<file path="config.mk">
export PLATFORM = sky130hd
export DESIGN_NAME = tmge_out
export DESIGN_NICKNAME = d
export VERILOG_FILES = /design/src/design/tmge_pkg.sv /design/src/design/tmge_out.sv
export SDC_FILE = /design/constraint.sdc
export NUM_CORES = 1
export LEC_CHECK = 0
export ABC_AREA = 0
export BUFFER_PORTS_ARGS = -buffer_cell sky130_fd_sc_hd__buf_2
export CAP_MARGIN = 30
export CORE_UTILIZATION = 50
export CTS_CLUSTER_DIAMETER = 60
export DETAILED_ROUTE_END_ITERATION = 7
export PLACE_DENSITY = 0.71
export SLEW_MARGIN = 20
export SYNTH_ARGS = -nofsm -noshare
export SYNTH_HDL_FRONTEND = slang
export SYNTH_SLANG_ARGS = --single-unit
</file>
<file path="constraint.sdc">
create_clock -name clk -period 13.86 [get_ports clk]
set_clock_uncertainty 0.2 [all_clocks]
set_input_delay 2.079 -clock clk [delete_from_list [all_inputs] [get_ports clk]]
set_output_delay 2.079 -clock clk [all_outputs]
set_load 0.01 [all_outputs]
</file>
<file path="src/design/tmge_pkg.sv">
// Shared types and constants for the text mode glyph expander.
package tmge_pkg;

  localparam int FONT_DEPTH  = 4096;
  localparam int FONT_AW     = 12;
  localparam int CODE_SPACE  = 256;
  localparam int ROW_LIMIT   = 16;
  localparam int CFG_DW      = 13;
  localparam int CFG_IW      = 3;

  // Input commands
  localparam logic CMD_FONT_WRITE = 1'b0;
  localparam logic CMD_DRAW       = 1'b1;

  // Configuration register indexes
  localparam logic [CFG_IW-1:0] CFG_CHAR_WIDTH   = 3'd0;
  localparam logic [CFG_IW-1:0] CFG_CHAR_HEIGHT  = 3'd1;
  localparam logic [CFG_IW-1:0] CFG_DOUBLE_WIDTH = 3'd2;
  localparam logic [CFG_IW-1:0] CFG_BLINK_ENABLE = 3'd3;
  localparam logic [CFG_IW-1:0] CFG_BLINK_PHASE  = 3'd4;
  localparam logic [CFG_IW-1:0] CFG_LINE_STRIDE  = 3'd5;

  // Configuration reset values
  localparam logic [3:0]  RST_CHAR_WIDTH   = 4'd8;
  localparam logic [4:0]  RST_CHAR_HEIGHT  = 5'd14;
  localparam logic        RST_DOUBLE_WIDTH = 1'b0;
  localparam logic        RST_BLINK_ENABLE = 1'b1;
  localparam logic        RST_BLINK_PHASE  = 1'b0;
  localparam logic [12:0] RST_LINE_STRIDE  = 13'd640;

  localparam logic [3:0] GLYPH_MAX_WIDTH = 4'd8;
  localparam int         ATTR_BLINK_BIT  = 7;

  typedef enum logic [3:0] {
    ST_IDLE = 4'b0001,
    ST_CALC = 4'b0010,
    ST_BASE = 4'b0100,
    ST_ROWS = 4'b1000
  } seq_state_t;

  // Per-row side information that travels with a font read
  typedef struct packed {
    logic [23:0] row_address;
    logic [3:0]  fg;
    logic [3:0]  bg;
    logic [3:0]  width;
    logic        dbl;
    logic        last;
  } row_meta_t;

endpackage

</file>
<file path="src/design/tmge_out.sv">
// Glyph row expansion and two entry result queue with read credits.
module tmge_out (
  input  logic                clk,
  input  logic                rst_n,
  input  logic                issue,
  input  tmge_pkg::row_meta_t meta_in,
  input  logic [7:0]          ram_rdata,
  output logic                room,
  output logic                out_valid,
  input  logic                out_stall,
  output logic [23:0]         out_row_address,
  output logic [63:0]         out_pixel_row,
  output logic [4:0]          out_pixel_count,
  output logic                out_last_row
);
  import tmge_pkg::*;

  typedef struct packed {
    logic [23:0] row_address;
    logic [63:0] pixel_row;
    logic [4:0]  pixel_count;
    logic        last_row;
  } out_beat_t;

  logic      p1_valid_r;
  row_meta_t p1_meta_r;
  out_beat_t q0_r, q1_r, beat_new;
  logic [1:0] qcnt_r, occ_r;
  logic       pop;
  logic [63:0] pix;

  assign pop       = out_valid && !out_stall;
  assign out_valid = (qcnt_r != 2'd0);
  // Count reads in flight plus queued rows; a pop frees a slot at once
  assign room      = (occ_r != 2'd2) || pop;

  always_comb begin
    logic [2:0] px;
    logic       en;
    pix = '0;
    px  = 3'd0;
    en  = 1'b0;
    for (int n = 0; n < 16; n++) begin
      if (p1_meta_r.dbl) begin
        px = 3'(n >> 1);
        en = (4'(n >> 1) < p1_meta_r.width);
      end else begin
        px = 3'(n);
        en = (n < 8) && (4'(n) < p1_meta_r.width);
      end
      if (en) begin
        pix[4*n +: 4] = ram_rdata[3'd7 - px] ? p1_meta_r.fg : p1_meta_r.bg;
      end
    end
  end

  assign beat_new.row_address = p1_meta_r.row_address;
  assign beat_new.pixel_row   = pix;
  assign beat_new.pixel_count = p1_meta_r.dbl ? {p1_meta_r.width, 1'b0}
                                              : {1'b0, p1_meta_r.width};
  assign beat_new.last_row    = p1_meta_r.last;

  always_ff @(posedge clk) begin
    if (!rst_n) begin
      p1_valid_r <= 1'b0;
      qcnt_r     <= 2'd0;
      occ_r      <= 2'd0;
    end else begin
      p1_valid_r <= issue;
      occ_r      <= occ_r + {1'b0, issue} - {1'b0, pop};
      qcnt_r     <= qcnt_r + {1'b0, p1_valid_r} - {1'b0, pop};
    end
  end

  always_ff @(posedge clk) begin
    if (issue) begin
      p1_meta_r <= meta_in;
    end
    // Load the new row at the head when the queue is empty after this cycle's pop,
    // otherwise advance the second entry on a pop.
    if (p1_valid_r && (qcnt_r == 2'd0 || (qcnt_r == 2'd1 && pop))) begin
      q0_r <= beat_new;
    end else if (pop) begin
      q0_r <= q1_r;
    end
    if (p1_valid_r && !(qcnt_r == 2'd0 || (qcnt_r == 2'd1 && pop))) begin
      q1_r <= beat_new;
    end
  end

  assign out_row_address = q0_r.row_address;
  assign out_pixel_row   = q0_r.pixel_row;
  assign out_pixel_count = q0_r.pixel_count;
  assign out_last_row    = q0_r.last_row;

`ifndef SYNTHESIS
  a_occ_bound: assert property (@(posedge clk) disable iff (!rst_n)
    occ_r != 2'd3 && qcnt_r <= occ_r)
    else $error("row credit count out of range");
  a_no_overflow: assert property (@(posedge clk) disable iff (!rst_n)
    p1_valid_r |-> !(qcnt_r == 2'd2 && !pop))
    else $error("font read returned into a full result queue");
  a_issue_credit: assert property (@(posedge clk) disable iff (!rst_n)
    issue |-> room)
    else $error("font read issued without a free result slot");
`endif

endmodule

</file>
; Word level (Yosys, flattened, before mapping)
; Index checks and enable logic that the tools add are counted.
[word_totals]
register_bits = 231
inputBits = 50
out_inout_bits = 96
wordCells = 158
[op_classes]
add_sub_neg = 18
n_lt_le_gt_ge = 22
n_eq_ne = 2
n_mux = 88
reduce_logical = 11
[ops]
columns = cell, n
row1 = $mux W94, 2
row2 = $mux W4, 32
row3 = $lt A3 B4 Y1 const B, 14
row4 = $bmux W1 S3, 14
row5 = $sub A3 B3 Y3 const A, 12
row6 = $mux W1, 27
row7 = $mux W3, 8
row8 = $lt A3 B4 Y1 const A, 4
row9 = $lt A1 B4 Y1 const A, 2
row10 = $lt A2 B4 Y1 const A, 2
row11 = $mux W2, 4
row12 = $mux W5, 1
row13 = $add A2 B1 Y2, 2
row14 = $logic_and A1 B1 Y1, 4
row15 = $reduce_bool A2 Y1, 2
row16 = $sub A2 B1 Y2, 2
row17 = $sub A1 B2 Y3 const A, 1
row18 = $sub A3 B2 Y3 const A, 1
row19 = $eq A2 B1 Y1 const B, 1
row20 = $logic_not A1 Y1, 2
row21 = $logic_not A2 Y1, 1
row22 = $logic_or A1 B1 Y1, 2
row23 = $ne A2 B2 Y1 const B, 1

; Logic depth before layout (Yosys ltp)
; Gate-level depths: netlist (run 1).
[logic_depth]
ltp_word = 7
depth_mapped = 6
depth_no_buf = 6

; Worst setup path after synthesis (run 1)
; No wires, ideal clock.
[synth_timing]
kind = input port to flip-flop
startpoint = input port out_stall
endpoint = register q1_r[0] in the netlist's numbering (enable)
setup_ps = 547
arrival_time_ps = 6066
required_ps = 13113
path_slack_ps = 7047
path_stages = 2
path_buffers = 0
path_cell_list = a21oi_1 > nor2_1
[synth_via]
elab_chain_cells = 6
[synth_rtl]
columns = element, line_no
row1 = "start, declared", tmge_out.sv:10  ; input logic out_stall,
row2 = $logic_not A1 Y1, tmge_out.sv:32  ; assign pop = out_valid && !out_stall;
row3 = $logic_and A1 B1 Y1, tmge_out.sv:32
row4 = $logic_and A1 B1 Y1, tmge_out.sv:86  ; if (p1_valid_r && !(qcnt_r == 2'd0 || (qcnt_r == 2'd1 && pop))) begin
row5 = $logic_or A1 B1 Y1, tmge_out.sv:86
row6 = $logic_not A1 Y1, tmge_out.sv:86
row7 = $logic_and A1 B1 Y1, tmge_out.sv:86
row8 = "end signal, assigned", tmge_out.sv:87  ; q1_r <= beat_new;
row9 = "end, declared", tmge_out.sv:27  ; out_beat_t q0_r, q1_r, beat_new;
; Every way passes these cells.
; A chain may end at the register's enable or synchronous reset.

; Worst setup path after layout (run 1)
[layout_timing]
startpoint = input port out_stall
endpoint = output port room
[layout_via]
elab_chain_cells = 3
[layout_rtl]
columns = element, line_no
row1 = $logic_not A1 Y1, tmge_out.sv:32
row2 = $logic_and A1 B1 Y1, tmge_out.sv:32
row3 = $logic_or A1 B1 Y1, tmge_out.sv:35  ; assign room = (occ_r != 2'd2) || pop;
row4 = "end, declared", tmge_out.sv:8  ; output logic room,
; Every way passes these cells.

==> results of run 1 <==
[worst max-delay path: stages]
cell and delay (ns):
buf_2 0.13, o21bai_1 0.33, nand3b_1 0.13, buf_2 0.16
[layer usage]
| layer | GRT usage (%) | part of all wire, % | routed length [um] | vias to the layer above |
|---|---|---|---|---|
| met3 | 5.06 | 8.2 | 1570 | 41 |
| li1 | - | - | - | 2554 |
| met2 | 31.9 | 47 | 9050 | 246 |
| met5 | 0 | 0 | 0 | - |
| met4 | 7.00 | 3.0 | 575 | 0 |
| met1 | 26.1 | 42 | 7970 | 2742 |
[how the worst min path moves through the flow]
stage                                      start                 end  slack (ns)  cells past startpoint
final                     beat_new[92]$_DFFE_PP_  q1_r[92]$_DFFE_PP_        0.24                      0
after global routing      beat_new[87]$_DFFE_PP_  q1_r[87]$_DFFE_PP_        0.26                      0
after CTS                 beat_new[92]$_DFFE_PP_  q1_r[92]$_DFFE_PP_        0.25                      0
after detailed placement  beat_new[83]$_DFFE_PP_  q1_r[83]$_DFFE_PP_        0.24                      0
after global placement    beat_new[92]$_DFFE_PP_  q1_r[92]$_DFFE_PP_        0.23                      0
after floorplan            beat_new[0]$_DFFE_PP_   q1_r[0]$_DFFE_PP_        0.22                      0
[cells by family (layout without fill, tap and decap cells)]
| family | Yosys count | count (layout) | share of synthesized area (%) |
|---|---|---|---|
| multiplexers | 102 | 102 | 12.4 |
| AO/OA/AOI/OAI | 124 | 124 | 8.51 |
| buffers and inverters | 42 | 196 | 2.55 |
| XOR/XNOR | 3 | 3 | 0.275 |
| AND/OR/NAND/NOR | 86 | 86 | 4.03 |
| flip-flops | 231 | 231 | 72.0 |
| adder cells (fa/ha/maj) | 2 | 2 | 0.261 |
[report_power, final]
group	switching (W)	total, W	internal [W]
sequential	0.0000244	0.000836	0.000812
clock	0.000258	0.000617	0.000359
combinational	0.0000909	0.000148	0.0000569
total	0.000373	0.00160	0.00123
[stage by stage]
step | worst slack, ns | hold WS, ns | util, %
2_1_floorplan | 7.05 | 0.222 | -
3_3_place_gp | 8.74 | 0.228 | 55.7
3_5_place_dp | 8.75 | 0.236 | 55.8
4_1_cts | 8.74 | 0.245 | 59.9
5_1_grt | 8.69 | 0.261 | 59.9
6_report | 8.74 | 0.243 | 59.9
[layout by cell type, fill, tap and decap left out, types with 7 or more instances in the layout]
master / instances
mux2i_1: 48
mux2i_4: 7
o31ai_1: 52
clkbuf_16: 25
buf_2: 145
nor2_1: 65
edfxtp_1: 226
mux2_2: 41
o21ai_0: 56
[sequential cells by signal, indices dropped and copies added, names as in the netlist]
name	count
out_last_row	1
qcnt_r	2
p1_meta_r	13
p1_valid_r	1
q1_r	94
out_row_address	24
beat_new	25
out_pixel_row	64
out_pixel_count	5
occ_r	2
[layout make-up]
cell class | count | area, um2 | area share, %
clock inverter | 11 | 90.1 | 0.804
timing repair buffer | 151 | 783 | 6.99
sequential | 231 | 6890 | 61.5
tap | 234 | 293 | 2.61
inverter | 2 | 7.51 | 0.0670
multi-input combinational | 317 | 2470 | 22.0
clock buffer | 32 | 672 | 6.00
==> results.py, run 1 <==
metrics = {
    "job": {
        "cap_violations": 0,
    },
    "clocking": {
        "path_clk_slew_ns": 0.06,
        "clockBufferDepth": 3,
        "ctsResizeCount": 0,
        "htree_levels": 1,
        "tritoncts": "done",
        "worst_skew_pair.late_latency_ns": 0.52,
        "cts_sinks": 231,
        "cts_buffers": 24,
        "holdBufCountCts": 0,
        "root_buffer": "clkbuf_16",
        "post_cts_buffers": 0,
    },
    "global_routing": {
        "grt_overflow_total": 0,
        "grt_use_total_pct": 19.8,
        "grt_pass1_vias": 5567,
        "grt_max_degree": 95,
        "antenna_found_initial": 0,
        "grt_pass1_wl_um": 30200,
    },
    "sta": {
        "rsz0062_at_grt": "no",
        "finalCriticalPeriod_ns": 5.12,
        "final.setup.tns_ns": 0,
        "finalHoldViolations": 0,
        "max_slew_margin_pct": 36.2,
        "final.period_utilization_pct": 36.9,
        "worstMarginPinSlew_ns": 0.957,
        "clock.fmax_mhz": 195,
        "finalMaxSlewViolations": 0,
        "setup-violations-final": 0,
    },
    "worst_setup_path": {
        "path_class": "in -> out",
        "path_max_fanout": 6,
        "critPathArrivalTime_ns": 2.84,
        "endpoint_kind": "output port",
        "r2r_setup_slack_ns": 11.17,
        "crit_start": "out_stall",
        "setup.worst_path.end": "room",
        "required_ns": 11.58,
        "reg2reg_to": "q1_r[26]$_DFFE_PP_",
        "r2r-start": "qcnt_r[0]$_SDFF_PN0_",
        "critPathLaunchType": "primary input",
        "reg2reg_depth": 3,
    },
    "routing": {
        "drc": 0,
        "vias": 5583,
        "wl_um": 19200,
        "drt-initial-drc-count": 423,
        "detail-route-antenna-nets": 0,
        "vias_per_cell": 5.71,
        "wl_per_cell_um": 19.6,
        "firstDrtPassIters": 5,
    },
    "synth": {
        "syn-instance-count": 590,
        "syn-num-nets": 642,
        "ys_types": 39,
        "syn_area_um2": 9570,
        "async_flop_share_pct": 0,
        "synth-seq-area-share_pct": 72.0,
        "synth.area.top_cells": "edfxtp_1, mux2i_1, mux2_2, o31ai_1, o21ai_0",
        "synth_area_leader_cell": "edfxtp_1",
        "synth-edff-count": 226,
        "synth_common_cells": "edfxtp_1, nor2_1, o21ai_0",
        "yosysTopAreaCellShare_pct": 70.9,
        "synth.most_common_cell": "edfxtp_1",
        "synth-seq-cells": 231,
        "ys.flop_type": "edfxtp_1",
        "ys.warnings.count": 0,
        "synth_area_per_cell_um2": 16.2,
    },
    "floorplan": {
        "core_um2": 18700,
        "start_util_pct": 51.2,
        "std_cell_rows": 50,
        "die_w_um": 140,
        "die-area_um2": 19700,
        "ios": 146,
        "die_y_um": 140,
    },
    "final_layout": {
        "fin_area_um2": 11200,
        "diodes": 0,
        "nFillCells": 1434,
        "fin_nets": 779,
        "final_cells": 978,
        "areaGrowthSynthToFinish_pct": 17.1,
        "drive_gt1_share_pct": 34.1,
    },
    "place": {
        "port_buffers": 145,
        "dp_hpwl_um": 12000,
        "gp_congestion": 0.793,
        "dp.cells": 935,
        "dpl-instance-area_um2": 10400,
    },
    "status": {
        "outcome": "completed",
    },
    "pwr": {
        "power_density_nw_per_um2": 143,
        "leakage_nw": 4.11,
        "power.total_w": 0.00160,
        "ir_worst_vdd_mv": 0.101,
    },
    "min_path": {
        "hp-class": "reg -> reg",
    },
}
Power figures use the tool's default switching activity.
==> run 2: changes to the inputs <==
==> constraint.sdc (replaced) <==
create_clock -name clk -period 5.3 [get_ports clk]
set_clock_uncertainty 0.2 [all_clocks]
set_input_delay 0.795 -clock clk [delete_from_list [all_inputs] [get_ports clk]]
set_output_delay 0.795 -clock clk [all_outputs]
set_load 0.01 [all_outputs]
==> run 2 against run 1 <==
Compared with the run above: setup slack got worse by 6.1 ns; largest power group unchanged; highest routed layer unchanged; total power increased to 2.6 times the previous value; combinational power increased to 2.7 times the previous value.
==> results.py, run 2 (synthesized netlist as in run 1, its figures left out) <==
metrics = {
    "status": {
        "outcome": "completed",
    },
    "routing": {
        "vias_per_cell": 5.70,
        "wl_um": 19700,
        "drt-initial-drc-count": 544,
        "detail-route-antenna-nets": 0,
        "firstDrtPassIters": 5,
        "vias": 5591,
        "wl_per_cell_um": 20.1,
        "drc": 0,
    },
    "final_layout": {
        "nFillCells": 1421,
        "areaGrowthSynthToFinish_pct": 17.6,
        "seq_area_um2": 6890,
        "mostFrequentLayoutCell": "edfxtp_1",
        "drive_gt1_share_pct": 34.8,
        "layout_common_cells": "edfxtp_1, buf_2, nor2_1, o21ai_0, o31ai_1",
        "largest-register": "q1_r",
        "diodes": 0,
        "multi_input_area_um2": 2460,
        "largest_reg_flops": 94,
        "fin_util_pct": 60.2,
        "fin_nets": 783,
    },
    "pwr": {
        "switching_share_pct": 23.3,
        "leakage_nw": 4.14,
        "ir_worst_vdd_mv": 0.266,
        "intPower_w": 0.00325,
        "pwr-share-clk_pct": 39.1,
        "pwr-share-seq_pct": 51.6,
        "power_frac_comb_pct": 9.3,
        "p_sw_w": 0.000987,
        "power_density_nw_per_um2": 376,
    },
    "worst_setup_path": {
        "critPathArrivalTime_ns": 1.69,
        "slowest_stage": "o21bai_1",
        "path_max_fanout": 7,
        "max_stage_delay_ns": 0.48,
        "endpoint_kind": "output port",
        "required_ns": 4.30,
        "path_cells": "o21bai_1, nand3b_1, buf_2",
        "critPathLaunchType": "register",
        "path_class": "reg -> out",
    },
    "min_path": {
        "hp-class": "in -> reg",
    },
    "floorplan": {
        "std_cell_rows": 50,
        "core_um2": 18700,
        "die_y_um": 140,
        "die-area_um2": 19700,
        "start_util_pct": 51.2,
        "ios": 146,
        "die_w_um": 140,
    },
    "sta": {
        "worstMarginPinSlew_ns": 0.768,
        "setup-violations-final": 0,
        "finalCriticalPeriod_ns": 2.69,
        "final.period_utilization_pct": 50.7,
        "finalHoldViolations": 0,
        "max_slew_margin_pct": 48.6,
        "final.setup.tns_ns": 0,
        "clock.fmax_mhz": 372,
        "rsz0062_at_grt": "no",
        "finalMaxSlewViolations": 0,
    },
    "job": {
        "cap_violations": 0,
    },
    "clocking": {
        "path_clk_slew_ns": 0.06,
        "root_buffer": "clkbuf_16",
        "tritoncts": "done",
        "ctsResizeCount": 0,
        "post_cts_buffers": 0,
        "holdBufCountCts": 0,
        "cts_buffers": 24,
        "worst_skew_pair.late_latency_ns": 0.52,
        "clockBufferDepth": 3,
        "htree_levels": 1,
        "cts_sinks": 231,
    },
    "global_routing": {
        "grt_pass1_vias": 5502,
        "grt_use_total_pct": 19.9,
        "grt_pass1_wl_um": 30300,
        "grt_overflow_total": 0,
        "grt_max_degree": 71,
        "antenna_found_initial": 0,
    },
    "place": {
        "gp_congestion": 0.786,
        "dp_hpwl_um": 12300,
        "port_buffers": 145,
    },
}
run 2: cell count changes in the layout (fill, tap and decap cells not counted), sizes merged:
| cell | change |
|---|---|
| clkbuf | -6 |
| buf | +4 |
| bufinv | +2 |
| clkinv | +2 |
| clkinvlp | +1 |
run 2: stage by stage:
step | total power (W) | area (um2) | worst slack, ns | hold slack, ns | std cells
after global placement | 0.00260 | 10400 | 2.23 | 0.227 | 937
after CTS | 0.00426 | 11200 | 2.61 | 0.227 | 980
after detailed placement | 0.00262 | 10500 | 2.15 | 0.233 | 938
after floorplan | 0.00247 | 9570 | 1.19 | 0.222 | 590
after global routing | 0.00437 | 11300 | 2.57 | 0.233 | 981
final | 0.00424 | 11300 | 2.61 | 0.241 | 981
run 2: worst paths after layout:
kind / end / slack (ns) / depth (start not counted) / from
hold reg to reg: q1_r[89]$_DFFE_PP_ / 0.25 / 0 / beat_new[89]$_DFFE_PP_
hold / removal: p1_meta_r[12]$_DFFE_PP_ / 0.24 / 1 / meta_in[12]
setup reg to reg: out_pixel_row[50]$_DFFE_PP_ / 2.73 / 4 / p1_meta_r[1]$_DFFE_PP_
setup / recovery: room / 2.61 / 3 / qcnt_r[0]$_SDFF_PN0_
run 2: cell type report:
cell class,count,share of cell area (%)
clock buffer,26,5.40
clock inverter,16,1.49
inverter,2,0.0667
multi-input combinational,317,21.9
sequential,231,61.2
tap,234,2.60
timing repair buffer,155,7.40
run 2: routing by layer:
layer	global-route usage, %	wire, um
met4	5.44	402
met5	0	0
met2	32.0	9330
met1	26.8	8200
met3	5.20	1780
run 2: power groups by stage:
stage	Combinational (W)	Clock, W	Sequential (W)
6_report	0.000393	0.00166	0.00219
5_1_grt	0.000429	0.00174	0.00220
4_1_cts	0.000391	0.00168	0.00219
3_5_place_dp	0.000389	0	0.00223
3_3_place_gp	0.000373	0	0.00222
2_1_floorplan	0.000256	0	0.00222
run 2: worst max-delay path: cells and delay by family (launching register included):
kind	cells	cell delay, ns
compound gates	1	0.48
flops	1	0.36
simple gates	1	0.16
buf+inv	1	0.17
