===== src/design/tmge_pkg.sv =====
// Shared types and constants for the text mode glyph expander.
package tmge_pkg;

  localparam int FONT_DEPTH  = 4096;
  localparam int FONT_AW     = 12;
  localparam int CODE_SPACE  = 256;
  localparam int ROW_LIMIT   = 16;
  localparam int CFG_DW      = 13;
  localparam int CFG_IW      = 3;

  // Input commands
  localparam logic CMD_FONT_WRITE = 1'b0;
  localparam logic CMD_DRAW       = 1'b1;

  // Configuration register indexes
  localparam logic [CFG_IW-1:0] CFG_CHAR_WIDTH   = 3'd0;
  localparam logic [CFG_IW-1:0] CFG_CHAR_HEIGHT  = 3'd1;
  localparam logic [CFG_IW-1:0] CFG_DOUBLE_WIDTH = 3'd2;
  localparam logic [CFG_IW-1:0] CFG_BLINK_ENABLE = 3'd3;
  localparam logic [CFG_IW-1:0] CFG_BLINK_PHASE  = 3'd4;
  localparam logic [CFG_IW-1:0] CFG_LINE_STRIDE  = 3'd5;

  // Configuration reset values
  localparam logic [3:0]  RST_CHAR_WIDTH   = 4'd8;
  localparam logic [4:0]  RST_CHAR_HEIGHT  = 5'd14;
  localparam logic        RST_DOUBLE_WIDTH = 1'b0;
  localparam logic        RST_BLINK_ENABLE = 1'b1;
  localparam logic        RST_BLINK_PHASE  = 1'b0;
  localparam logic [12:0] RST_LINE_STRIDE  = 13'd640;

  localparam logic [3:0] GLYPH_MAX_WIDTH = 4'd8;
  localparam int         ATTR_BLINK_BIT  = 7;

  typedef enum logic [3:0] {
    ST_IDLE = 4'b0001,
    ST_CALC = 4'b0010,
    ST_BASE = 4'b0100,
    ST_ROWS = 4'b1000
  } seq_state_t;

  // Per-row side information that travels with a font read
  typedef struct packed {
    logic [23:0] row_address;
    logic [3:0]  fg;
    logic [3:0]  bg;
    logic [3:0]  width;
    logic        dbl;
    logic        last;
  } row_meta_t;

endpackage


===== src/design/tmge_seq.sv =====
// Input acceptance, configuration registers and per-row font read sequencer.
module tmge_seq #(
  parameter int MAX_GLYPH_ROWS = 16,
  parameter int GLYPH_COUNT    = 256
) (
  input  logic                       clk,
  input  logic                       rst_n,
  input  logic                       in_valid,
  output logic                       in_stall,
  input  logic                       in_cmd,
  input  logic [7:0]                 in_cell_x,
  input  logic [7:0]                 in_cell_y,
  input  logic [7:0]                 in_char_code,
  input  logic [7:0]                 in_attribute,
  input  logic [11:0]                in_font_addr,
  input  logic [7:0]                 in_font_data,
  input  logic                       cfg_we,
  input  logic [tmge_pkg::CFG_IW-1:0] cfg_index,
  input  logic [tmge_pkg::CFG_DW-1:0] cfg_data,
  output logic                       ram_we,
  output logic [tmge_pkg::FONT_AW-1:0] ram_waddr,
  output logic [7:0]                 ram_wdata,
  output logic [tmge_pkg::FONT_AW-1:0] ram_raddr,
  input  logic                       room,
  output logic                       issue,
  output tmge_pkg::row_meta_t        meta
);
  import tmge_pkg::*;

  localparam int HMAX = (MAX_GLYPH_ROWS < ROW_LIMIT) ? MAX_GLYPH_ROWS : ROW_LIMIT;

  seq_state_t state_r, state_nxt;

  logic [3:0]  cw_r;
  logic [4:0]  ch_r;
  logic        dbl_cfg_r;
  logic        blink_en_r;
  logic        blink_ph_r;
  logic [12:0] stride_r;

  logic [7:0]  cx_r, cy_r, code_r;
  logic [3:0]  fg_r, bg_r, w_r;
  logic [4:0]  h_r;
  logic        dbl_r;
  logic [11:0] codeh_r, cyh_r;
  logic [12:0] xoff_r;
  logic [23:0] addr_r;
  logic [11:0] faddr_r;
  logic [3:0]  row_r;

  logic [7:0]  code_mod_tbl [CODE_SPACE];
  logic        accept, draw, last;
  logic [3:0]  w_clamp, bg_in, fg_in;
  logic [4:0]  h_clamp;
  logic        blink;
  logic [11:0] cxw;
  logic [24:0] base_sum;

  // Residue table of the character code
  for (genvar gi = 0; gi < CODE_SPACE; gi++) begin : g_mod
    assign code_mod_tbl[gi] = 8'(gi % GLYPH_COUNT);
  end

  assign accept   = in_valid && (state_r == ST_IDLE);
  assign in_stall = (state_r != ST_IDLE);
  assign draw     = accept && (in_cmd == CMD_DRAW);

  assign ram_we    = accept && (in_cmd == CMD_FONT_WRITE);
  assign ram_waddr = in_font_addr;
  assign ram_wdata = in_font_data;
  assign ram_raddr = faddr_r;

  assign w_clamp = (cw_r == 4'd0) ? 4'd1 :
                   (cw_r > GLYPH_MAX_WIDTH) ? GLYPH_MAX_WIDTH : cw_r;
  assign h_clamp = (ch_r == 5'd0) ? 5'd1 :
                   (ch_r > 5'(HMAX)) ? 5'(HMAX) : ch_r;

  assign blink = blink_en_r && in_attribute[ATTR_BLINK_BIT];
  assign bg_in = {in_attribute[ATTR_BLINK_BIT] && !blink_en_r, in_attribute[6:4]};
  assign fg_in = (blink && blink_ph_r) ? bg_in : in_attribute[3:0];

  assign cxw      = 12'(cx_r * w_r);
  assign base_sum = 25'(cyh_r) * 25'(stride_r) + 25'(xoff_r);

  assign last  = ({1'b0, row_r} == (h_r - 5'd1));
  assign issue = (state_r == ST_ROWS) && room;

  assign meta.row_address = addr_r;
  assign meta.fg          = fg_r;
  assign meta.bg          = bg_r;
  assign meta.width       = w_r;
  assign meta.dbl         = dbl_r;
  assign meta.last        = last;

  always_comb begin
    state_nxt = state_r;
    case (state_r)
      ST_IDLE: if (draw) state_nxt = ST_CALC;
      ST_CALC: state_nxt = ST_BASE;
      ST_BASE: state_nxt = ST_ROWS;
      ST_ROWS: if (issue && last) state_nxt = ST_IDLE;
      default: state_nxt = ST_IDLE;
    endcase
  end

  always_ff @(posedge clk) begin
    if (!rst_n) begin
      state_r    <= ST_IDLE;
      cw_r       <= RST_CHAR_WIDTH;
      ch_r       <= RST_CHAR_HEIGHT;
      dbl_cfg_r  <= RST_DOUBLE_WIDTH;
      blink_en_r <= RST_BLINK_ENABLE;
      blink_ph_r <= RST_BLINK_PHASE;
      stride_r   <= RST_LINE_STRIDE;
    end else begin
      state_r <= state_nxt;
      if (cfg_we) begin
        case (cfg_index)
          CFG_CHAR_WIDTH:   cw_r       <= cfg_data[3:0];
          CFG_CHAR_HEIGHT:  ch_r       <= cfg_data[4:0];
          CFG_DOUBLE_WIDTH: dbl_cfg_r  <= cfg_data[0];
          CFG_BLINK_ENABLE: blink_en_r <= cfg_data[0];
          CFG_BLINK_PHASE:  blink_ph_r <= cfg_data[0];
          CFG_LINE_STRIDE:  stride_r   <= cfg_data;
          default: ;
        endcase
      end
    end
  end

  // Cell payload and row walk
  always_ff @(posedge clk) begin
    if (draw) begin
      cx_r   <= in_cell_x;
      cy_r   <= in_cell_y;
      code_r <= code_mod_tbl[in_char_code];
      fg_r   <= fg_in;
      bg_r   <= bg_in;
      w_r    <= w_clamp;
      h_r    <= h_clamp;
      dbl_r  <= dbl_cfg_r;
    end
    if (state_r == ST_CALC) begin
      codeh_r <= 12'(code_r * h_r);
      cyh_r   <= 12'(cy_r * h_r);
      xoff_r  <= dbl_r ? {cxw, 1'b0} : {1'b0, cxw};
    end
    if (state_r == ST_BASE) begin
      addr_r  <= base_sum[23:0];
      faddr_r <= codeh_r;
      row_r   <= 4'd0;
    end
    if (issue) begin
      addr_r  <= addr_r + {11'd0, stride_r};
      faddr_r <= faddr_r + 12'd1;
      row_r   <= row_r + 4'd1;
    end
  end

`ifndef SYNTHESIS
  a_last_ends_cell: assert property (@(posedge clk) disable iff (!rst_n)
    issue && last |=> state_r == ST_IDLE)
    else $error("sequencer did not return to idle after the last row");
  a_row_in_range: assert property (@(posedge clk) disable iff (!rst_n)
    state_r == ST_ROWS |-> ({1'b0, row_r} < h_r))
    else $error("row counter ran past the glyph height");
  a_draw_starts: assert property (@(posedge clk) disable iff (!rst_n)
    draw |=> state_r == ST_CALC && !ram_we)
    else $error("draw beat did not start the row walk");
`endif

endmodule


===== config.mk =====
export PLATFORM = sky130hd
export DESIGN_NAME = tmge_seq
export DESIGN_NICKNAME = d
export VERILOG_FILES = /design/src/design/tmge_pkg.sv /design/src/design/tmge_seq.sv
export SDC_FILE = /design/constraint.sdc
export NUM_CORES = 1
export LEC_CHECK = 0
export ABC_AREA = 1
export BUFFER_PORTS_ARGS = -buffer_cell sky130_fd_sc_hd__buf_4
export CAP_MARGIN = 40
export CORE_MARGIN = 10
export CORE_UTILIZATION = 34
export CTS_BUF_LIST = sky130_fd_sc_hd__clkbuf_8
export DETAILED_ROUTE_END_ITERATION = 10
export PLACE_DENSITY = 0.6
export SLEW_MARGIN = 30
export SYNTH_ARGS = -nofsm -noshare
export SYNTH_HDL_FRONTEND = slang
export SYNTH_SLANG_ARGS = --single-unit

===== constraint.sdc =====
create_clock -name clk -period 4.3 [get_ports clk]
set_input_delay 0.645 -clock clk [delete_from_list [all_inputs] [get_ports clk]]
set_output_delay 0.645 -clock clk [all_outputs]
set_load 0.1 [all_outputs]

* Yosys cells after proc, flatten, opt, wreduce, memory -nomap -nowiden
Memories as Yosys holds them, arrays and structs flattened. A register that Yosys moved wholly into a read port is not among the register bits.
Cells that the tools add are included.
W data, S select, Z words.
** Storage, ports and cells
- Register bits :: 140
- Memory bits (read-only) :: 2048
- Input bits :: 74
- Output and inout port bits :: 73
- Logic and storage cells :: 86
- Memories kept :: 1
** Cells by class
- $add $sub $neg :: 5
- Multiply operators :: 4
- Order comparisons :: 2
- Eq/ne operators :: 13
- Multiplexer cells :: 13
- Bitwise gates (word level) :: 2
- Reductions and logical operators :: 22
** Memory list
- (name not given) :: words 256, width 8, rd ports 1, clocked after memory_dff 1, wr ports 0, RTL line tmge_seq.sv:136 : code_r <= code_mod_tbl[in_char_code];
** Operators with widths (number)
- $add A24 B13 Y24 :: 2
- $mux W24 :: 2
- $mux W12 :: 3
- $mul A12 B13 Y24 :: 1
- $mul A8 B5 Y12 :: 2
- $mux W4 :: 6
- $pmux W4 S4 :: 1
- $reduce_and A2 Y1 :: 7
- $add A12 B1 Y12 const B :: 1
- $mul A8 B4 Y12 :: 1
- $not A8 Y9 :: 1
- $logic_and A1 B1 Y1 :: 8
- $eq A3 B2 Y1 const B :: 2
- $eq A3 B3 Y1 const B :: 2
- $eq A4 B5 Y1 :: 1
- $gt A5 B5 Y1 const B :: 1
- $logic_not A5 Y1 :: 1
- $mux W5 :: 1
- $sub A5 B1 Y5 const B :: 1
- $add A4 B1 Y4 const B :: 1
- $eq A4 B1 Y1 const B :: 1
- $eq A4 B2 Y1 const B :: 1
- $eq A4 B3 Y1 const B :: 1
- $eq A4 B4 Y1 const B :: 1
- 11 further kinds :: 12

* Longest topological paths before layout
Gate-level depths: netlist (run 1).
- Word-level depth :: 5
- Depth in mapped cells :: 24
- Mapped depth without buffers :: 23

* Worst setup path after synthesis (run 1)
OpenSTA, ideal clock, no wires.
- Path kind :: register -> register
- From :: register stride_r[7]
- To :: register addr_r[17], data pin
- Setup time :: 0.253 ns
- Arrival time :: 4.463 ns
- Required time :: 4.047 ns
- Setup slack :: -0.417 ns
- Stages on the path, launching flop included :: 20
- Path buffers :: 1
- Clock period less this slack :: 4.717 ns
- Path through :: dfxtp_1 > clkbuf_1 > nand2_1 > fa_1 > fa_1 > fa_1 > inv_1 > fa_1 > inv_1 > fa_1 > inv_1 > ha_1 > nand2_1 > nand2_1 > a21oi_1 > inv_1 > a21oi_1 > nand3b_1 > nand3_1 > nand2_1
** Between the ends
- Cells in the longest elaborated chain, start to end :: 4
- Elaborated cells on any way between the ends :: 5
- Classes of those cells :: add/sub (2); mul (1); mux (2)
** RTL lines
- start, declared :: RTL line tmge_seq.sv:39 : logic [12:0] stride_r;
- start signal, assigned :: RTL line tmge_seq.sv:124 : CFG_LINE_STRIDE: stride_r <= cfg_data;
- $mul A12 B13 Y24 :: RTL line tmge_seq.sv:83 : assign base_sum = 25'(cyh_r) * 25'(stride_r) + 25'(xoff_r);
- $add A24 B13 Y24 :: RTL line tmge_seq.sv:83
- $mux W24 :: RTL line tmge_seq.sv:148 : if (state_r == ST_BASE) begin
- $mux W24 * :: RTL line tmge_seq.sv:153 : if (issue) begin
- end signal, assigned :: RTL line tmge_seq.sv:149 : addr_r <= base_sum[23:0];
- end signal, assigned :: RTL line tmge_seq.sv:154 : addr_r <= addr_r + {11'd0, stride_r};
- end, declared :: RTL line tmge_seq.sv:47 : logic [23:0] addr_r;
Every way passes the cells marked *; elsewhere a longest branch is shown, timed or not. The select of a mux whose other input is x is not followed.
A chain may end at the register's enable or synchronous reset.

* Worst setup path after layout (run 1)
- From :: register cyh_r[6]
- To :: register addr_r[20], data pin
** Between the ends
- Cells in the longest elaborated chain, start to end :: 4
** RTL lines
- start, declared :: RTL line tmge_seq.sv:45 : logic [11:0] codeh_r, cyh_r;
- start signal, assigned :: RTL line tmge_seq.sv:145 : cyh_r <= 12'(cy_r * h_r);
- $mul A12 B13 Y24 :: RTL line tmge_seq.sv:83
- $add A24 B13 Y24 :: RTL line tmge_seq.sv:83
- $mux W24 :: RTL line tmge_seq.sv:148
- $mux W24 :: RTL line tmge_seq.sv:153
Every way passes these cells. The select of a mux whose other input is x is not followed.

==> impl_metrics.csv, run 1 <==
group,metric,value,unit
critical_path,worst_path_dominant_cell_family,"adder cells",
logic_synthesis,synth_seq_area_share,0.252,
route,dr.pass1.iters,5,
critical_path,startpoint,"cyh_r[6]$_DFFE_PN_",
clock_tree,cts_made_buffers,17,
logic_synthesis,postSynthAreaPerCell,7.76,um^2
global_routing,grt_antenna_before_repair,0,
route,top_layer_used,"met4",
critical_path,path_max_fanout,4,
global_routing,grt_pass1_wl,70100,um
clock_tree,worstSkewPairLatency,0.52,ns
critical_path,end_kind,"register",
critical_path,cp_num_buf_inv,8,
sta,max_clock_freq,210,MHz
power_and_ir_drop,p_leak,10.7,nW
place,gp_congestion,0.893,
route,drt-wirelength-per-cell,14.4,um
clock_tree,clockBufferDepth,2,
floorplanning,dieWidth,240,um
global_routing,grt_pass1_vias,14100,
logic_synthesis,synthTopCellsByArea,"edfxtp_1, fa_1, nand2_1, inv_1, ha_1",
floorplanning,row_count,80,
layout,n_antenna_cell,0,
route,wl_met1,18100,um
route,vias,13700,
critical_path,cpMostUsedCell,"fa_1",
floorplanning,fp.coreArea,47800,um^2
critical_path,critPathSlowestCell,"fa_1",
place,dp_cells,2871,
min_path,min_path_type,"input pin to register",
place,dpl.hpwl,34800,um
sta,min_period,4.75,ns
sta,relSlewSlack,0.547,
logic_synthesis,syn-instance-count,2126,
clock_tree,root_buffer,"clkbuf_8",
route,drt-initial-drc-count,737,
place,io_buffers,106,
logic_synthesis,ys_types,45,
layout,area_growth,20.3,%
power_and_ir_drop,ir_drop,0.000245,V
floorplanning,start_util,0.345,
critical_path,rr_startpoint,"cyh_r[6]$_DFFE_PN_",
global_routing,grt_max_degree,55,
clock_tree,ctsHoldBuffers,0,
sta,tightest_slew,0.679,ns
route,drtAntennaViolNets,0,
logic_synthesis,netlist_area,16500,um^2
floorplanning,dieHeight,240,um
logic_synthesis,synth_seq_cells,148,
critical_path,worstSetupStartpointType,"register",
global_routing,grt_overflow,0,
power_and_ir_drop,p_per_area,282,nW/um^2
clock_tree,numClockSinks,148,
route,via_per_inst,4.65,
critical_path,criticalPathCategory,"register to register",
run_status,status,"complete, but fails checks",
logic_synthesis,synth_fp_nets,2509,
floorplanning,die_area,57800,um^2
critical_path,crit_arrival,5.04,ns
route,wl_met2,20900,um
critical_path,path_cells,"buf_4, buf_4, buf_6, nand2_1, fa_1, fa_1, fa_1, inv_1, fa_1, inv_1, fa_1, inv_2, ha_4, nand2_4, inv_4, a21oi_4, nand3_2, buf_4, nand2_1, nand3_1, nand3_1, nand2_1",
logic_synthesis,ys.flop_type,"edfxtp_1",
layout,drive_above_1_share,0.197,
logic_synthesis,synth_edf_count,119,
logic_synthesis,synth_largest_area_cell,"edfxtp_1",
clock_tree,htree_levels,4,
sta,grt_setup_unrepaired,"true",
global_routing,track_usage,0.151,
sta,skew,0.0231,ns
logic_synthesis,synth.top_cell.area_share,0.217,
power_and_ir_drop,finalPower,5.59,mW
floorplanning,ios,147,
critical_path,required,4.59,ns
clock_tree,path_clk_slew,0.11,ns
layout,fin_nets,2690,
min_path,min_from,"in_cell_y[3]",
logic_synthesis,ys_warn_count,0,
flow_run,drv_cap,0,
run_status,failed_checks,"negative setup slack",
clock_tree,cts_tree,"done",
sta,finalMaxSlewViolations,0,
layout,instances_no_fill,2935,
critical_path,critPathMaxStageDelay,0.56,ns
sta,post-route-period-util,1.11,
sta,timing.final.ws_setup,-0.455,ns
sta,finalSetupViolCount,19,
route,wl_met3,2310,um
route,drc,0,
logic_synthesis,ys_async_sr_fraction,0,
route,drt-total-wl,42200,um
sta,hold_violations,0,
==> power by group <==
part / internal, mW / switching, mW
clock network: 0.501 / 0.650
registers: 1.67 / 0.0522
logic: 1.15 / 1.58
total: 3.31 / 2.28
==> state kept, by name, summed over array words and instances, names as in the netlist, 12 cells and up <==
name / count
addr_r: 24
stride_r: 13
xoff_r: 13
codeh_r: 12
cyh_r: 12
ram_raddr: 12
==> kinds of logic (layout without fill, tap and decap cells) <==
kind of cell,count (synthesis),after routing,share of synthesized area
AO/OA/AOI/OAI,131,131,0.0427
flip-flops,148,148,0.252
multiplexers,5,5,0.00326
XOR/XNOR,48,48,0.0255
adder cells (fa/ha/maj),309,309,0.311
AND/OR/NAND/NOR,877,877,0.221
buffers and inverters,608,802,0.146
==> cell type report <==
cell class / instances / area (um^2)
Timing Repair Buffer: 236 / 1870
Clock buffer: 18 / 248
Inverter: 534 / 2020
Multi-Input combinational cell: 1370 / 10600
Tap cell: 615 / 769
Sequential cell: 148 / 4180
Fill cell: 4774 / 28000
Clock inverter: 14 / 160
==> path summary, 6_finish.rpt <==
path | endpoint | cells past startpoint | slack, ns
worst max-delay path | addr_r[20]$_DFFE_PP_ | 22 | -0.45
worst max register to register | addr_r[20]$_DFFE_PP_ | 22 | -0.45
worst min-delay path | cy_r[3]$_DFFE_PP_ | 1 | 0.30
worst min register to register | dbl_r$_DFFE_PP_ | 0 | 0.44
==> cells in the mapped netlist (4+ instances only) <==
cell / number
buf_4: 22
nand2_1: 620
nand4_1: 14
nand2_2: 11
nor2_2: 9
clkbuf_1: 36
nor2_1: 89
nor3_1: 8
buf_2: 11
xor2_1: 34
ha_1: 141
nand3b_1: 15
inv_1: 529
edfxtp_1: 119
dfxtp_1: 29
o21ai_0: 54
fa_1: 168
xnor2_1: 14
nand3_1: 95
a21o_1: 4
a21oi_1: 57
==> layout by cell type (no fill, tap or decap), types with 5 or more instances in the layout <==
cell | synthesis | final
buf_4 | 22 | 218
o21ai_0 | 54 | 49
inv_2 | 3 | 36
nor2_2 | 9 | 15
nor2_4 | 1 | 9
nand2_1 | 620 | 574
inv_4 | 1 | 5
o21ai_1 | 3 | 6
dfxtp_1 | 29 | 20
buf_6 | 3 | 12
nand3_1 | 95 | 84
fa_1 | 168 | 163
dfxtp_2 | 0 | 5
fa_2 | 0 | 5
ha_1 | 141 | 124
nand2_2 | 11 | 42
inv_6 | 0 | 6
a21oi_1 | 57 | 49
ha_4 | 0 | 17
nor2_1 | 89 | 75
nor3_1 | 8 | 6
nand2_4 | 1 | 16
nand3_2 | 3 | 10
edfxtp_1 | 119 | 119
nand4_1 | 14 | 14
xor2_1 | 34 | 34
xnor2_1 | 14 | 13
nand3b_1 | 15 | 15
clkbuf_8 | 0 | 18
inv_1 | 529 | 492
==> routing by layer <==
layer / vias up / GRT usage
met2: 313 / 0.263
li1: 6743 / -
met1: 6549 / 0.182
met3: 54 / 0.0322
met5: - / 0
met4: 0 / 0.0468
==> through the flow <==
stage / TNS (ns) / utilization / area (um^2) / worst slack, ns / hold slack [ns]
CTS: -5.57 / 0.406 / 19400 / -0.402 / 0.257
global route: -9.32 / 0.415 / 19900 / -0.619 / 0.262
floorplan: -1.41 / - / 16900 / -0.170 / 0.408
global placement: -7.64 / 0.390 / 18700 / -0.596 / 0.413
finish: -5.57 / 0.415 / 19900 / -0.455 / 0.300
detailed placement: -8.20 / 0.390 / 18700 / -0.592 / 0.420
==> what timing repair did <==
| action | CTS | global route |
|---|---|---|
| buffers inserted | 21 | 11 |
| cloned | 0 | 1 |
| gates resized for setup | 59 | 96 |
| setup endpoints to repair | 19 | 19 |
| pin swaps | 36 | 51 |
| hold endpoints to repair | 0 | 0 |
Note: power is estimated with default switching activity, not from simulation.
==> run 2: changes to the inputs <==
==> constraint.sdc (replaced) <==
create_clock -name clk -period 4.3 [get_ports clk]
set_input_delay 0.86 -clock clk [delete_from_list [all_inputs] [get_ports clk]]
set_output_delay 0.86 -clock clk [all_outputs]
set_load 0.1 [all_outputs]
==> run 2 against run 1 <==
Against the previous run: the flow still finishes with violations (negative setup slack); die area unchanged; critical path depth up 1; utilization down 0.39 points; combinational power down 1%; highest routed layer unchanged; cell count down 0.20%; wire length down 0.35%; count of clock-buffer cells in the layout down 1; critical path type unchanged; first-iteration DRC count up 7.6%; global-route usage about the same.
==> impl_metrics.csv, run 2 (synthesis results as in run 1) <==
group,metric,value,unit
critical_path,critPathCapture,"addr_r[22]$_DFFE_PP_",
place,gp_congestion,0.893,
layout,reg.largest.list,"addr_r (24), stride_r (13), xoff_r (13)",
sta,post-route-period-util,1.09,
power_and_ir_drop,p_per_area,283,nW/um^2
route,drc,0,
global_routing,grt_overflow,0,
floorplanning,row_count,80,
floorplanning,ios,147,
run_status,failed_checks,"negative setup slack",
layout,fin_nets,2684,
layout,top_register,"addr_r",
flow_run,drv_cap,0,
clock_tree,root_buffer,"clkbuf_8",
place,post-place-ws,-0.578,ns
clock_tree,path_clk_slew,0.10,ns
critical_path,rr_startpoint,"stride_r[5]$_SDFFE_PN0P_",
floorplanning,start_util,0.345,
critical_path,worstSetupStartpointType,"register",
route,drt-total-wl,42100,um
clock_tree,worstSkewPairLatency,0.50,ns
sta,final.setup.tns,-5.30,ns
clock_tree,cts_tree,"done",
sta,finalSetupViolCount,18,
layout,drive_above_1_share,0.189,
run_status,status,"complete, but fails checks",
route,drt-wirelength-per-cell,14.4,um
critical_path,worstReg2RegEnd,"addr_r[22]$_DFFE_PP_",
layout,largest_reg_flops,24,
route,drt-initial-drc-count,793,
place,postPlaceCellArea,18700,um^2
place,dpl.hpwl,35000,um
floorplanning,dieWidth,240,um
critical_path,criticalPathCategory,"register to register",
place,io_buffers,106,
layout,layout_commonest_cell,"nand2_1",
route,vias,13600,
power_and_ir_drop,p_leak,10.7,nW
critical_path,end_kind,"register",
clock_tree,htree_levels,4,
clock_tree,numClockSinks,148,
sta,max_clock_freq,213,MHz
critical_path,path_max_fanout,5,
sta,timing.final.ws_setup,-0.401,ns
route,dr.pass1.iters,5,
critical_path,startpoint,"stride_r[5]$_SDFFE_PN0P_",
sta,skew,0.0174,ns
sta,min_period,4.70,ns
route,drtAntennaViolNets,0,
layout,final_cell_mix,"nand2_1, inv_1, buf_4",
floorplanning,die_area,57800,um^2
global_routing,grt_pass1_vias,14000,
sta,finalMaxSlewViolations,0,
layout,n_antenna_cell,0,
global_routing,grt_max_degree,55,
critical_path,required,4.54,ns
sta,relSlewSlack,0.535,
global_routing,grt_pass1_wl,70100,um
clock_tree,cts_made_buffers,17,
layout,instances_no_fill,2929,
critical_path,worst-r2r-cell-count,23,
floorplanning,dieHeight,240,um
layout,area_growth,19.2,%
place,dp_cells,2871,
sta,grt_setup_unrepaired,"true",
layout,num-fill-cells,4798,
route,via_per_inst,4.64,
min_path,min_path_type,"register to register",
layout,finish.instance_area,19700,um^2
global_routing,track_usage,0.151,
critical_path,r2r_setup_slack,-0.40,ns
clock_tree,clockBufferDepth,2,
global_routing,grt_antenna_before_repair,0,
floorplanning,fp.coreArea,47800,um^2
sta,tightest_slew,0.697,ns
power_and_ir_drop,ir_drop,0.000220,V
sta,hold_violations,0,
critical_path,crit_arrival,4.95,ns
-- run 2: cell count changes in the layout (fill, tap and decap cells not counted), moves of 2 or more --
cell	previous run	this run
buf_1	0	2
buf_12	3	1
buf_6	12	9
clkinv_2	0	2
clkinv_8	2	0
ha_1	124	128
ha_2	0	2
ha_4	17	11
inv_1	492	500
inv_2	36	31
inv_4	5	3
nand2_2	42	39
nand2_4	16	20
-- run 2: critical path: stages, from the launching register on --
cell and delay, ns:
dfxtp_4 0.39, buf_4 0.14, nand2_1 0.05, inv_1 0.05, fa_1 0.55, inv_2 0.04, fa_1 0.51, inv_1 0.06
fa_1 0.47, inv_1 0.05, fa_2 0.44, fa_1 0.50, inv_2 0.05, ha_4 0.30, nand2_4 0.06, inv_2 0.06
buf_4 0.11, nand2_1 0.08, nor2_1 0.13, nand3_1 0.12, nand3_1 0.10, nand2_1 0.05, nand3_1 0.07, nand2_1 0.07
-- run 2: stage by stage --
| step | hold slack (ns) | util | total power [mW] |
|---|---|---|---|
| after global routing | 0.476 | 0.411 | 6.04 |
| after floorplan | 0.408 | - | 3.55 |
| after detailed placement | 0.419 | 0.390 | 4.20 |
| after CTS | 0.442 | 0.407 | 5.53 |
| final | 0.438 | 0.411 | 5.57 |
| after global placement | 0.412 | 0.390 | 4.18 |
-- run 2: how the worst min path moves through the flow --
| stage | to | cells past startpoint | startpoint |
|---|---|---|---|
| floorplan | dbl_r$_DFFE_PP_ | 0 | dbl_cfg_r$_SDFFE_PN0P_ |
| global placement | dbl_r$_DFFE_PP_ | 0 | dbl_cfg_r$_SDFFE_PN0P_ |
| detailed placement | dbl_r$_DFFE_PP_ | 0 | dbl_cfg_r$_SDFFE_PN0P_ |
| CTS | dbl_r$_DFFE_PP_ | 0 | dbl_cfg_r$_SDFFE_PN0P_ |
| global route | cy_r[2]$_DFFE_PP_ | 1 | in_cell_y[2] |
| finish | dbl_r$_DFFE_PP_ | 0 | dbl_cfg_r$_SDFFE_PN0P_ |
-- run 2: power by group --
part	switching (mW)	total (mW)	leakage [nW]	internal [mW]
Combinational	1.55	2.69	9.19	1.14
Sequential	0.0525	1.72	1.32	1.66
Clock	0.625	1.16	0.209	0.533
-- run 2: cell type report --
type / count / area [um^2] / share of cell area
Sequential cell: 148 / 4180 / 0.212
Timing Repair Buffer: 230 / 1770 / 0.0898
Tap cell: 615 / 769 / 0.0391
Inverter: 534 / 2010 / 0.102
Clock inverter: 15 / 168 / 0.00852
Clock buffer: 17 / 234 / 0.0119
Multi-Input combinational cell: 1370 / 10500 / 0.536
-- run 2: layer usage --
metal / track usage / vias up / part of all wire / wire length, um
met5: 0 / - / 0 / 0
met3: 0.0297 / 37 / 0.056 / 2360
met1: 0.185 / 6492 / 0.43 / 18100
li1: - / 6724 / - / -
met4: 0.0408 / 0 / 0.019 / 804
met2: 0.265 / 333 / 0.49 / 20800
-- run 2: repair_timing --
item | in CTS | in global routing
endpoints found under the hold margin | 0 | 0
setup buffers | 23 | 4
hold buffers | 0 | 0
pin swaps | 41 | 33
resized for setup | 75 | 60
endpoints found under the setup margin | 19 | 19
==> run 3: changes to the inputs <==
--- a/config.mk
+++ b/config.mk
@@ -6,13 +6,13 @@
 export NUM_CORES = 1
 export LEC_CHECK = 0
 export ABC_AREA = 1
-export BUFFER_PORTS_ARGS = -buffer_cell sky130_fd_sc_hd__buf_4
 export CAP_MARGIN = 40
 export CORE_MARGIN = 10
 export CORE_UTILIZATION = 34
 export CTS_BUF_LIST = sky130_fd_sc_hd__clkbuf_8
 export DETAILED_ROUTE_END_ITERATION = 10
-export PLACE_DENSITY = 0.6
+export DONT_BUFFER_PORTS = 1
+export PLACE_DENSITY = 0.58
 export SLEW_MARGIN = 30
 export SYNTH_ARGS = -nofsm -noshare
 export SYNTH_HDL_FRONTEND = slang
==> constraint.sdc (replaced) <==
create_clock -name clk -period 4.3 [get_ports clk]
set_input_delay 0.86 -clock clk [delete_from_list [all_inputs] [get_ports clk]]
set_output_delay 0.86 -clock clk [all_outputs]
set_load 0.02 [all_outputs]
==> run 3 against run 2 <==
Against the previous run: the run still ends with negative setup slack left; utilization fell by 0.35 points; clock power barely moved; design area fell by 0.85%; hold slack improved by 0.0055 ns; non-clock buffer count fell by 83; sequential cell count did not move; via count fell by 1.9%.
==> impl_metrics.csv, run 3 (synthesis results as in run 1) <==
group,metric,value,unit
clock_tree,htree_levels,4,
layout,seqCellArea,4170,um^2
layout,area_growth,18.2,%
floorplanning,dieWidth,240,um
critical_path,worst-r2r-cell-count,23,
floorplanning,start_util,0.345,
place,gp_congestion,0.895,
min_path,whs_path_depth,0,
place,post-place-ws,-0.660,ns
layout,fin_nets,2601,
flow_run,drv_cap,0,
global_routing,grt_overflow,0,
sta,hold_slack,0.444,ns
layout,layout_commonest_cell,"nand2_1",
critical_path,criticalPathCategory,"register to register",
route,via_per_inst,4.68,
sta,post-route-period-util,1.10,
route,drc,0,
sta,timing.final.ws_setup,-0.439,ns
global_routing,grt_max_degree,55,
power_and_ir_drop,p_leak,10.4,nW
layout,final_cell_mix,"nand2_1, inv_1, fa_1",
critical_path,path_max_fanout,6,
layout,instances_no_fill,2846,
sta,min_period,4.74,ns
floorplanning,dieHeight,240,um
clock_tree,worstSkewPairLatency,0.50,ns
sta,finalSetupViolCount,18,
clock_tree,numClockSinks,148,
critical_path,required,4.58,ns
sta,grt_setup_unrepaired,"true",
sta,relSlewSlack,0.539,
global_routing,grt_antenna_before_repair,0,
global_routing,grt_pass1_wl,70400,um
sta,finalMaxSlewViolations,0,
place,dpl.hpwl,35200,um
layout,top_register,"addr_r",
route,drt-wirelength-per-cell,15.1,um
sta,max_clock_freq,211,MHz
clock_tree,cts_tree,"done",
place,io_buffers,0,
clock_tree,clockBufferDepth,2,
layout,largest_reg_flops,24,
power_and_ir_drop,finalPower,5.81,mW
route,drt-initial-drc-count,801,
floorplanning,row_count,80,
global_routing,track_usage,0.154,
floorplanning,die_area,57800,um^2
route,drtAntennaViolNets,0,
clock_tree,cts_made_buffers,17,
power_and_ir_drop,ir_drop,0.000242,V
power_and_ir_drop,p_per_area,298,nW/um^2
floorplanning,fp.coreArea,47800,um^2
place,postPlaceCellArea,18000,um^2
place,dp_cells,2778,
route,vias,13300,
sta,final.setup.tns,-5.82,ns
critical_path,worstSetupStartpointType,"register",
layout,fin_util,0.408,
clock_tree,path_clk_slew,0.10,ns
critical_path,end_kind,"register",
floorplanning,ios,147,
layout,finish.instance_area,19500,um^2
layout,num-fill-cells,4750,
clock_tree,root_buffer,"clkbuf_8",
layout,multi_input_area,10900,um^2
route,dr.pass1.iters,7,
sta,tightest_slew,0.692,ns
global_routing,grt_pass1_vias,13900,
layout,drive_above_1_share,0.186,
sta,skew,0.0167,ns
layout,reg.largest.list,"addr_r (24), stride_r (13), xoff_r (13)",
min_path,min_path_type,"input pin to register",
sta,hold_violations,0,
critical_path,crit_arrival,5.01,ns
route,drt-total-wl,43000,um
layout,n_antenna_cell,0,
run_status,failed_checks,"negative setup slack",
run_status,status,"complete, but fails checks",
## run 3: cell count changes in the layout (fill, tap and decap cells not counted), moves of 7 or more
cell and change:
nand2_2 +7, buf_6 +21, inv_2 +16, nand3_1 -8
inv_1 -20, ha_1 -8, ha_4 +9, nand2_1 -13
buf_4 -105
## run 3: critical path, stage by stage, from the launching register on
cell and delay [ns]:
edfxtp_1 0.39, buf_6 0.16, nand2_1 0.06, inv_1 0.05
fa_1 0.54, inv_1 0.05, fa_1 0.49, inv_1 0.07
fa_1 0.46, fa_1 0.50, inv_1 0.05, fa_1 0.49
inv_2 0.05, ha_4 0.24, nand2_4 0.10, inv_2 0.06
nand2_1 0.06, nand2_1 0.07, nand2_2 0.09, nand3_4 0.09
xor2_2 0.17, buf_4 0.14, nand2_1 0.06, nand2_1 0.06
## run 3: per-layer routing
| layer | up-vias | routed length [um] | global-route usage |
|---|---|---|---|
| met5 | - | 0 | 0 |
| met4 | 0 | 1500 | 0.0613 |
| met3 | 61 | 2190 | 0.0325 |
| met2 | 262 | 21000 | 0.268 |
| met1 | 6434 | 18200 | 0.183 |
| li1 | 6565 | - | - |
## run 3: what timing repair did
item / in CTS / in global routing
buffers inserted: 33 / 4
hold buffers: 0 / 0
resized for setup: 131 / 105
pin swaps: 81 / 60
endpoints found under the setup margin: 19 / 19
## run 3: final timing paths
check                              start                    to  slack, ns
hold reg to reg   dbl_cfg_r$_SDFFE_PN0P_       dbl_r$_DFFE_PP_       0.44
hold / removal              in_cell_y[4]     cy_r[4]$_DFFE_PP_       0.44
setup / recovery      cyh_r[0]$_DFFE_PN_  addr_r[15]$_DFFE_PP_      -0.44
setup reg to reg      cyh_r[0]$_DFFE_PN_  addr_r[15]$_DFFE_PP_      -0.44
## run 3: layout make-up
cell class	instances	share of cell area
tap	615	0.0395
timing repair buffer	147	0.0649
clock buffer	17	0.0120
inverter	534	0.104
clock inverter	15	0.00860
multi-input combinational	1370	0.557
sequential	148	0.214
## run 3: report_power, final
group / internal [mW] / total, mW / switching [mW]
registers: 1.67 / 1.73 / 0.0620
logic: 1.31 / 2.95 / 1.64
clock network: 0.484 / 1.14 / 0.652
